### src/design/qpg_delay.sv
// ----------------------------------------------------------------------------
// qpg_delay: pipeline delay line
// Holds side data for a fixed number of stages so it meets the long paths.
// ----------------------------------------------------------------------------
`default_nettype none

module qpg_delay #(
	parameter int W = 8,
	parameter int N = 2
) (
	input  logic         clk,
	input  logic         en,
	input  logic [W-1:0] d,
	output logic [W-1:0] q
);

	logic [W-1:0] dly_s [N];

	always_ff @(posedge clk) begin
		if (en) begin
			dly_s[0] <= d;
			for (int k = 1; k < N; k++) begin
				dly_s[k] <= dly_s[k-1];
			end
		end
	end

	assign q = dly_s[N-1];

endmodule

`default_nettype wire

### config.mk
export PLATFORM = sky130hd
export DESIGN_NAME = qpg_delay
export DESIGN_NICKNAME = d
export VERILOG_FILES = /design/src/design/qpg_delay.sv
export SDC_FILE = /design/constraint.sdc
export NUM_CORES = 1
export LEC_CHECK = 0
export BUFFER_PORTS_ARGS = -buffer_cell sky130_fd_sc_hd__buf_2
export CAP_MARGIN = 30
export CORE_MARGIN = 1
export CORE_UTILIZATION = 35
export CTS_CLUSTER_DIAMETER = 120
export DETAILED_ROUTE_END_ITERATION = 12
export MAX_ROUTING_LAYER = met4
export SLEW_MARGIN = 0
export SYNTH_ARGS = -nofsm -noshare
export SYNTH_HDL_FRONTEND = slang
export SYNTH_SLANG_ARGS = --single-unit
### constraint.sdc
create_clock -name clk -period 1.39 [get_ports clk]
set_input_delay 0 -clock clk [delete_from_list [all_inputs] [get_ports clk]]
set_output_delay 0 -clock clk [all_outputs]
set_load 0.01 [all_outputs]
After elaboration in Yosys (flattened, before gate mapping):

Memories as Yosys holds them, arrays and structs flattened.
Cells that the tools add are included.

* memories kept: 1
* ROM bits: 0
* output and inout bits: 8
* register bits: 0
* latch bits: 0
* bits in writable memories: 16
* word-level logic and storage cells: 3

* shift operators: 0
* reduce and logical (&&, ||, !) cells: 0
* bitwise operators: 0
* $add $sub $neg: 0
* $mul: 0
* div/mod/pow operators: 0
* order comparisons: 0
* muxes and demuxes: 2
* equality and inequality tests: 0

Memory list
* dly_s: depth 2, width 8, rd ports 2, clocked after memory_dff 0, write ports 2, RTL line 17 `logic [W-1:0] dly_s [N];`

Operators with widths (count)
* $mux 1: 2

Longest topological paths before layout:

* word-level depth: 2
* depth in mapped cells: 1
* depth with buffers taken out: 0

Worst setup path before layout:

No wires, ideal clock.

* path type: flip-flop to flip-flop
* start: memory dly_s[0][2]
* end: memory dly_s[1][2], in the netlist dly_s[0][10] (data pin)
* path slack: 0.801 ns
* library setup time: 0.266 ns
* path buffers: 0
* required time: 1.124 ns
* period minus slack after synthesis: 0.589 ns
* arrival: 0.323 ns
* stages on the path, launching flop included: 1
* cell sequence: edfxtp_1

RTL lines (RTL line)
* start, declared: 17

==> impl_metrics.csv <==
group,metric,value,unit
run_status,status,"completed",
logic_synthesis,synth-seq-area-share,0.8889,
logic_synthesis,synth.distinct_cells,2,
clocking,clock_sink_count,16,
cells_and_area,fin_nets,56,
clocking,numCtsBuffers,3,
floorplan,num_rows,13,
cells_and_area,syn_to_final_growth,27.78,%
cells_and_area,reg_top3,"dly_s x16",
route,dr.pass1.iters,1,
logic_synthesis,syn_nets,34,
sta,whs,0.1381,ns
critical_path,path_max_fanout,1,
route,drc_errors,0,
route,wirelength,657,um
critical_path,cp.required,1.39,ns
floorplan,die_height,41.30,um
sta,period_share,0.5676,
critical_path,start_kind,"register",
clocking,cts_tree,"built",
logic_synthesis,synth-seq-cells,16,
floorplan,io_pins,18,
cells_and_area,antenna_cells,0,
sta,setup_violations,0,
critical_path,end_kind,"output port",
logic_synthesis,ys.flop_type,"edfxtp_1",
power,p_leak,0.0002723,uW
power,p_per_area,1258,nW/um2
floorplan,core_area,1366,um2
global_routing,grt_max_degree,17,
logic_synthesis,yosys.cell_count.top_type,"edfxtp_1",
cells_and_area,multi_input_cells,0,
critical_path,cp_cell_sequence,"buf_2",
sta,rsz0062_at_grt,"false",
sta,report.final.slew_viol_count,0,
global_routing,grt_pass1_vias,239,
logic_synthesis,synth_top_area_cell,"edfxtp_1",
critical_path,path_class,"reg -> out",
clocking,clk_pin_slew,0.08,ns
logic_synthesis,yosys.area.top_type_share,0.8889,
power,total_power,869.1,uW
cells_and_area,drive_gt1_frac,0.4444,
place,port_buffers,17,
critical_path,path_delay_family,"flip-flops",
route,wire_per_inst,10.95,um
route,ant_nets,0,
sta,slew_headroom,0.7852,
cells_and_area,n_fill_cell,120,
sta,min_period,0.7890,ns
sta,finalHoldViolations,0,
logic_synthesis,avgSynthCellArea,22.52,um2
logic_synthesis,synth_area_leaders,"edfxtp_1, buf_4",
floorplan,dieArea,1706,um2
floorplan,initial_utilization,0.3956,
place,routabilityCongestion,0.5692,
cells_and_area,largest_reg_flops,16,
critical_path,r2r_slack,0.74,ns
sta,fin_setup_tns,0,ns
floorplan,die_w,41.30,um
sta,clock_skew,0.0005571,ns
clocking,cts-root-buf,"clkbuf_4",
clocking,clockBufferDepth,2,
sta,fmax,1267,MHz
worst_hold_path,hold_class,"in -> reg",
global_routing,grt_usage,0.1019,
critical_path,critical_path_arrival,0.79,ns
route,viasPerCell,4.050,
logic_synthesis,synth_warnings,0,
global_routing,grt_overflow,0,
clocking,clk_latency,0.27,ns
global_routing,antenna_found_initial,0,
sta,worst_pin_slew,0.3222,ns
cells_and_area,largest_register,"dly_s",
logic_synthesis,syn_inst,24,
logic_synthesis,async_reset_ff_frac,0,
logic_synthesis,synth_commonest_cells,"edfxtp_1, buf_4",
global_routing,grt_pass1_wl,952,um
critical_path,cp_slowest_cell,"edfxtp_1",
critical_path,worst-path-buf-inv,1,
cells_and_area,multiInputGateArea,0,um2
critical_path,crit_path_max_incr_delay,0.37,ns
route,drtIter0Drc,0,
power,irDropWorstVdd,0.0005960,V
clocking,cts_htree_levels,1,
route,vias,243,
logic_synthesis,synth-edff-count,16,
logic_synthesis,synth_area,540.5,um2
flow_run,maxCapViolations,0,
[layout make-up]
class,count,area (um2),area share
sequential,16,480.5,0.6957
clock buffer,3,22.52,0.03261
clock inverter,1,3.754,0.005435
timing repair buffer,25,165.2,0.2391
tap,15,18.77,0.02717
[cell families after synthesis]
family / count (synthesis) / share of synthesized area
flops: 16 / 0.8889
buf+inv: 8 / 0.1111
[cell usage in the layout (no fill, tap or decap)]
master	instances
edfxtp_1	16
buf_2	17
clkinv_1	1
clkbuf_4	3
dlygate4sd3_1	8
[what timing repair did]
item	CTS	global route
resized for setup	0	0
setup buffers	0	0
hold endpoints to repair	8	0
hold buffers	8	0
[path summary, 6_finish.rpt]
check,from,endpoint,depth (start not counted)
worst min-delay path,en,dly_s[0][0],1
worst max-delay path,dly_s[0][11],q[3],1
worst max register to register,dly_s[0][0],dly_s[0][8],0
worst min register to register,dly_s[0][7],dly_s[0][15],0
[where the power goes]
part           switching (uW)  internal, uW  total (uW)
Combinational            26.1          33.2        59.2
Clock                     127           104         230
Sequential               8.14           571         579
Total                     161           708         869
[routing by layer]
| layer | GRT usage | part of all wire | wire [um] | vias up |
|---|---|---|---|---|
| met2 | 0.1719 | 0.60 | 396 | 13 |
| met4 | 0.09677 | 0 | 0 | 0 |
| met1 | 0.08696 | 0.30 | 196 | 107 |
| met5 | - | 0 | 0 | - |
| met3 | 0.03191 | 0.097 | 64 | 0 |
| li1 | - | - | - | 123 |
[stage by stage]
stage	cell area, um2	setup slack, ns	cells	util
floorplan	540.5	0.8012	24	-
finish	690.7	0.6010	60	0.5055
detailed placement	584.3	0.7326	48	0.4277
CTS	690.7	0.5792	60	0.5055
global placement	584.3	0.7797	48	0.4277
global route	690.7	0.5414	60	0.5055
Power figures use the tool's default switching activity.
