<file path="src/design/qpg_div.sv">
// ----------------------------------------------------------------------------
// qpg_div: pipelined restoring divider
// One quotient bit per stage; the quotient must fit QW bits.
// ----------------------------------------------------------------------------
`default_nettype none

module qpg_div #(
	parameter int NW = 61,
	parameter int DW = 32,
	parameter int QW = 31
) (
	input  logic          clk,
	input  logic          en,
	input  logic [NW-1:0] num,
	input  logic [DW-1:0] den,
	output logic [QW-1:0] quot
);

	logic [DW-1:0] rem_s [QW];
	logic [DW-1:0] den_s [QW];
	logic [QW-1:0] nb_s  [QW];
	logic [QW-1:0] quo_s [QW];

	for (genvar k = 0; k < QW; k++) begin : g_stg
		logic [DW-1:0] rem_in;
		logic [DW-1:0] den_in;
		logic [QW-1:0] nb_in;
		logic [QW-1:0] quo_in;
		logic [DW:0]   acc;
		logic [DW:0]   dif;
		logic          ge;

		if (k == 0) begin : g_head
			assign rem_in = DW'(num[NW-1:QW]);
			assign den_in = den;
			assign nb_in  = num[QW-1:0];
			assign quo_in = '0;
		end else begin : g_tail
			assign rem_in = rem_s[k-1];
			assign den_in = den_s[k-1];
			assign nb_in  = nb_s[k-1];
			assign quo_in = quo_s[k-1];
		end

		assign acc = {rem_in, nb_in[QW-1]};
		assign dif = acc - {1'b0, den_in};
		assign ge  = (acc >= {1'b0, den_in});

		always_ff @(posedge clk) begin
			if (en) begin
				rem_s[k] <= ge ? dif[DW-1:0] : acc[DW-1:0];
				den_s[k] <= den_in;
				nb_s[k]  <= nb_in << 1;
				quo_s[k] <= {quo_in[QW-2:0], ge};
			end
		end
	end

	assign quot = quo_s[QW-1];

endmodule

`default_nettype wire
</file>
<file path="config.mk">
export PLATFORM = sky130hd
export DESIGN_NAME = qpg_div
export DESIGN_NICKNAME = d
export VERILOG_FILES = /design/src/design/qpg_div.sv
export SDC_FILE = /design/constraint.sdc
export NUM_CORES = 2
export LEC_CHECK = 0
export BUFFER_PORTS_ARGS = -buffer_cell sky130_fd_sc_hd__buf_4
export CAP_MARGIN = 20
export CORE_UTILIZATION = 50
export DETAILED_ROUTE_END_ITERATION = 10
export GPL_ROUTABILITY_DRIVEN = 0
export PLACE_DENSITY = 0.74
export SLEW_MARGIN = 5
export SYNTH_ARGS = -nofsm -noshare
export SYNTH_HDL_FRONTEND = slang
export SYNTH_SLANG_ARGS = --single-unit
</file>
<file path="constraint.sdc">
create_clock -name clk -period 8.2 [get_ports clk]
set_clock_uncertainty 0.2 [all_clocks]
set_input_delay 2.05 -clock clk [delete_from_list [all_inputs] [get_ports clk]]
set_output_delay 2.05 -clock clk [all_outputs]
set_load 0.02 [all_outputs]
</file>
# == After elaboration in Yosys (flattened, before gate mapping) ==
# Memory sizes are Yosys's and may differ from the RTL's.
# Cells that the tools add are included.
# totals
reg_bits,0
latch_bits,0
ramBits,3875
rom_bits,0
inputBits,95
out_inout_bits,31
wordCells,99
n_memories,4
# op_classes
addsub,31
multipliers,0
div_mod_pow,0
n_lt_le_gt_ge,31
n_eq_ne,0
shifts,0
muxes,33
n_bitwise,0
n_reduce_logical,0
# mem_list
memory,words,word_bits,read_ports,rd_ports_with_merged_regs,write_ports,line,text
den_s,31,32,30,0,31,20,logic [DW-1:0] den_s [QW];
rem_s,31,32,30,0,31,19,logic [DW-1:0] rem_s [QW];
quo_s,31,31,31,0,31,22,logic [QW-1:0] quo_s [QW];
nb_s,31,30,30,0,31,21,logic [QW-1:0] nb_s [QW];
# ops
cell,n
$mux 32,31
$ge 33x32->1,30
$sub 32x32->32,30
$ge 31x32->1,1
$sub 31x32->32,1
$mux 1,2

# == Logic depth before layout (Yosys ltp) ==
# An unclocked memory read counts as a cell.
# depth
word_depth,3
depth_mapped,16
ltp_nobuf,15

# == Worst setup path before layout ==
# Ideal clock, no wire load.
# synth_timing
kind,input to register
startpoint,input port num[30]
endpoint,"memory rem_s[0][19], data pin"
setup_time_ns,0.260
arrival_ns,4.785
slack_ns,2.955
cell_stages,13
path_cell_list,inv_1 ha_1 inv_1 fa_1 a21o_1 a21oi_1 o211ai_1 a41oi_1 o31ai_1 o21bai_1 a31oi_1 clkbuf_1 mux2_2
# synth_rtl
item,line,text
"start, declared",14,"input logic [NW-1:0] num,"
"end, declared",19,

==> results.rst <==
.. list-table::
   :header-rows: 1

   * - Metric
     - Value
   * - Result of the run
     - complete, no violations
   * - GR met1 Demand/Resource
     - 25.2%
   * - Maximum fanout count along the critical path
     - 31
   * - Cell taking the most area after synthesis
     - sky130_fd_sc_hd__edfxtp_1
   * - Most heavily used metal layer in global routing
     - met2
   * - Final net count
     - 13465
   * - Register bit count reported by yosys
     - 2881
   * - HPWL reported at the end of detailed placement
     - 216000 um
   * - Predominant post-synthesis flop cell
     - sky130_fd_sc_hd__edfxtp_1
   * - Total of buffers placed on input and output ports
     - 125
   * - Post-CTS Resized
     - 0
   * - Combinational group share of total power
     - 43.0%
   * - Worst relative slew slack
     - 27.4%
   * - Number of flops mapped to enable cells by yosys
     - 2881
   * - FF-to-FF path depth
     - 13
   * - Clock-pin slew of the registers on the worst-case setup and hold paths
     - 0.06 ns
   * - Number of buffers inserted during clock tree synthesis
     - 311
   * - Accumulated negative setup slack
     - 0 ns
   * - Vias per cell
     - 5.59
   * - Post-cts hold buffer count
     - 0
   * - Top cells by instance count after synthesis
     - 2881 x sky130_fd_sc_hd__edfxtp_1, 1235 x sky130_fd_sc_hd__inv_1, 991 x sky130_fd_sc_hd__ha_1
   * - Routed length per instance
     - 18.0 um
   * - Synth async-reset ratio
     - 0%
   * - Portion of the clock cycle consumed by the worst path in the final layout
     - 65.5%
   * - Number of fill cells
     - 24100
   * - TritonCTS clock tree
     - built
   * - Clock network latency to the later pin of the worst-skew pair
     - 0.91 ns
   * - Starting density of the core
     - 50.2%
   * - Layout overhead on the synthesized area
     - 10.7%
   * - GR Overflow Total
     - 0
   * - Worst setup SP type
     - flop
   * - CP Capture Type
     - flop
   * - Largest cells by area after synthesis
     - sky130_fd_sc_hd__edfxtp_1 58%, sky130_fd_sc_hd__ha_1 8.3%, sky130_fd_sc_hd__mux2_2 4.1%
   * - Detailed Route Iter0 Violations
     - 7479
   * - Synth Area per Inst
     - 12.3 um^2
   * - Most frequently used cell type in the post-synthesis netlist
     - sky130_fd_sc_hd__edfxtp_1
   * - Hold path depth
     - 0
   * - H-tree lvl count
     - 5
   * - Row count
     - 200
   * - Endpoint required time on the critical path
     - 8.58 ns
   * - Class of the tightest hold or removal check
     - reg -> reg
   * - Clock power share
     - 21.2%
   * - Switching power
     - 23.1 mW
   * - Global-route wire length before repair
     - 468000 um
   * - Post-Place Cells
     - 15974
   * - Root buffer cell
     - sky130_fd_sc_hd__clkbuf_16
   * - Maximum number of pins on one net before global-route repair
     - 207
   * - LEAKAGE
     - 66.3 nW
   * - Total count of hold-check failures in the final report
     - 0
   * - Fraction of met2 tracks used by global routing
     - 31.7%
   * - Cell-internal power
     - 42.2 mW
   * - Global Route Usage Sum
     - 19.3%
   * - CTS max path bufs
     - 4
   * - Post-synthesis sequential area ratio
     - 58.0%
   * - Combined area of the multi-input logic cells
     - 0.0570 mm^2
   * - Number of cells produced by synthesis
     - 12102
   * - Top cell type's share of synthesized area
     - 58.0%
   * - Max-cap violation count
     - 0
   * - Arrival time at the worst endpoint
     - 5.75 ns
   * - Register area
     - 0.0865 mm^2
   * - Vertical die dimension
     - 548 um
   * - Clock sinks
     - 2881
   * - Antenna violations before repair
     - 14
   * - Full die area
     - 0.300 mm^2
   * - Number of non-filler instances in the completed layout
     - 16544
   * - Via Count
     - 92529
   * - Area of the mapped netlist
     - 0.149 mm^2
   * - Width of the die
     - 548 um
   * - Count of endpoints failing setup in the final report
     - 0
   * - Drt total wl
     - 297000 um
   * - Unique masters post-synth
     - 96
   * - Warning count from the yosys run
     - 0
   * - Area of the core
     - 0.297 mm^2
   * - Number of primary I/O pins
     - 126
   * - Final period demand of the worst path
     - 5.37 ns
   * - Count of pins over their slew limit
     - 0
   * - Actual slew at the worst max-slew pin
     - 1.09 ns
   * - Fraction of final layout cells with drive strength greater than 1
     - 10.5%
   * - Setup repair after global routing missed its margin
     - false
   * - Sequential share of power
     - 35.8%
   * - Upper clock frequency limit
     - 186 MHz
   * - Total setup buffers inserted after CTS
     - 0
   * - Critical path class
     - reg -> reg
   * - Post-detailed-route DRC marker count
     - 0
   * - Switching fraction of total power
     - 35.4%
   * - Post-DRT Antenna Nets
     - 0
   * - Fraction of met3 tracks used by global routing
     - 3.06%
   * - Worst VDD drop
     - 0.203 mV
   * - Number of search-and-repair iterations in the first detailed-routing pass
     - 6
   * - Via count of the first global-routing pass
     - 89645
   * - Net count after synthesis
     - 13218
   * - Power density of the placed cells
     - 396 mW/mm^2
==> area by class of cell <==
cell class / instances / area share, %
Antenna cell: 2 / 0.00303
Clock buffer: 358 / 4.86
Clock inverter: 209 / 1.32
Inverter: 1236 / 2.81
Multi-Input combinational cell: 7721 / 34.5
Sequential cell: 2881 / 52.4
Tap cell: 3939 / 2.99
Timing Repair Buffer: 198 / 1.03
==> sequential cells by signal, summed over array words and instances (netlist names) <==
signal	cells
quo_s	496
nb_s	465
rem_s	960
den_s	960
==> per-stage QoR <==
stage	util (%)	instance area, um^2	power [mW]	hold WS [ns]	setup slack, ns
finish	55.6	165000	65.3	0.200	2.83
global route	55.6	165000	69.3	0.194	2.58
CTS	55.6	165000	65.3	0.194	2.97
detailed placement	52.1	155000	51.0	0.205	2.21
global placement	52.1	155000	50.5	0.200	2.16
floorplan	-	149000	44.5	0.200	2.96
==> power groups by stage <==
stage	logic [mW]	registers [mW]	clock network (mW)
2_1_floorplan	22.0	22.5	0
3_3_place_gp	27.0	23.6	0
3_5_place_dp	27.5	23.6	0
4_1_cts	27.8	23.3	14.2
5_1_grt	30.9	23.6	14.8
6_report	28.0	23.4	13.9
==> worst max-delay path, stage by stage, from the launching register on <==
cell                        delay [ns]
sky130_fd_sc_hd__edfxtp_1         0.47
sky130_fd_sc_hd__inv_1            0.08
sky130_fd_sc_hd__ha_1             0.37
sky130_fd_sc_hd__a2111oi_0        0.59
sky130_fd_sc_hd__a21oi_1          0.17
sky130_fd_sc_hd__o21ai_1          0.26
sky130_fd_sc_hd__a21oi_1          0.15
sky130_fd_sc_hd__a211oi_1         0.49
sky130_fd_sc_hd__o31ai_1          0.18
sky130_fd_sc_hd__a21oi_1          0.27
sky130_fd_sc_hd__a21oi_1          0.15
sky130_fd_sc_hd__a2111oi_4        0.40
sky130_fd_sc_hd__buf_4            0.46
sky130_fd_sc_hd__mux2i_1          0.75
==> final timing paths <==
check / start / endpoint / slack (ns)
setup / recovery: den_s[1][70]$_DFFE_PP_ / rem_s[1][96]$_DFFE_PP_ / 2.83
hold / removal: quo_s[19][2]$_DFFE_PP_ / quo_s[20][3]$_DFFE_PP_ / 0.20
setup reg to reg: den_s[1][70]$_DFFE_PP_ / rem_s[1][96]$_DFFE_PP_ / 2.83
hold reg to reg: quo_s[19][2]$_DFFE_PP_ / quo_s[20][3]$_DFFE_PP_ / 0.20
==> kinds of logic after synthesis <==
kind of cell / synth area share (%)
AOI/OAI and AO/OA: 12.5
DFF: 58.0
and+or+nand+nor: 7.34
buffers and inverters: 3.84
adders and majority gates: 8.72
xor gates and xnor gates: 4.87
muxes: 4.70
==> cells in the final DEF, fill, tap and decap left out, types with 134 or more instances in the layout <==
cell	synthesis	final
sky130_fd_sc_hd__o21ai_0	668	668
sky130_fd_sc_hd__nand4_1	155	155
sky130_fd_sc_hd__ha_1	991	991
sky130_fd_sc_hd__xnor2_1	518	518
sky130_fd_sc_hd__a21oi_1	940	937
sky130_fd_sc_hd__nand3_1	194	194
sky130_fd_sc_hd__nor2b_1	162	162
sky130_fd_sc_hd__nor2_1	593	593
sky130_fd_sc_hd__clkbuf_16	0	314
sky130_fd_sc_hd__nand2b_1	134	134
sky130_fd_sc_hd__a21o_1	504	504
sky130_fd_sc_hd__edfxtp_1	2881	2881
sky130_fd_sc_hd__xor2_1	310	310
sky130_fd_sc_hd__nand2_1	651	651
sky130_fd_sc_hd__buf_4	0	183
sky130_fd_sc_hd__inv_1	1235	1235
sky130_fd_sc_hd__mux2_2	544	544
==> routing by layer <==
layer | up-vias | wire length [um]
li1 | 45151 | -
met1 | 44019 | 128000
met2 | 2675 | 137000
met3 | 680 | 18100
met4 | 4 | 13900
met5 | - | 27
(Power assumes the default switching activity.)
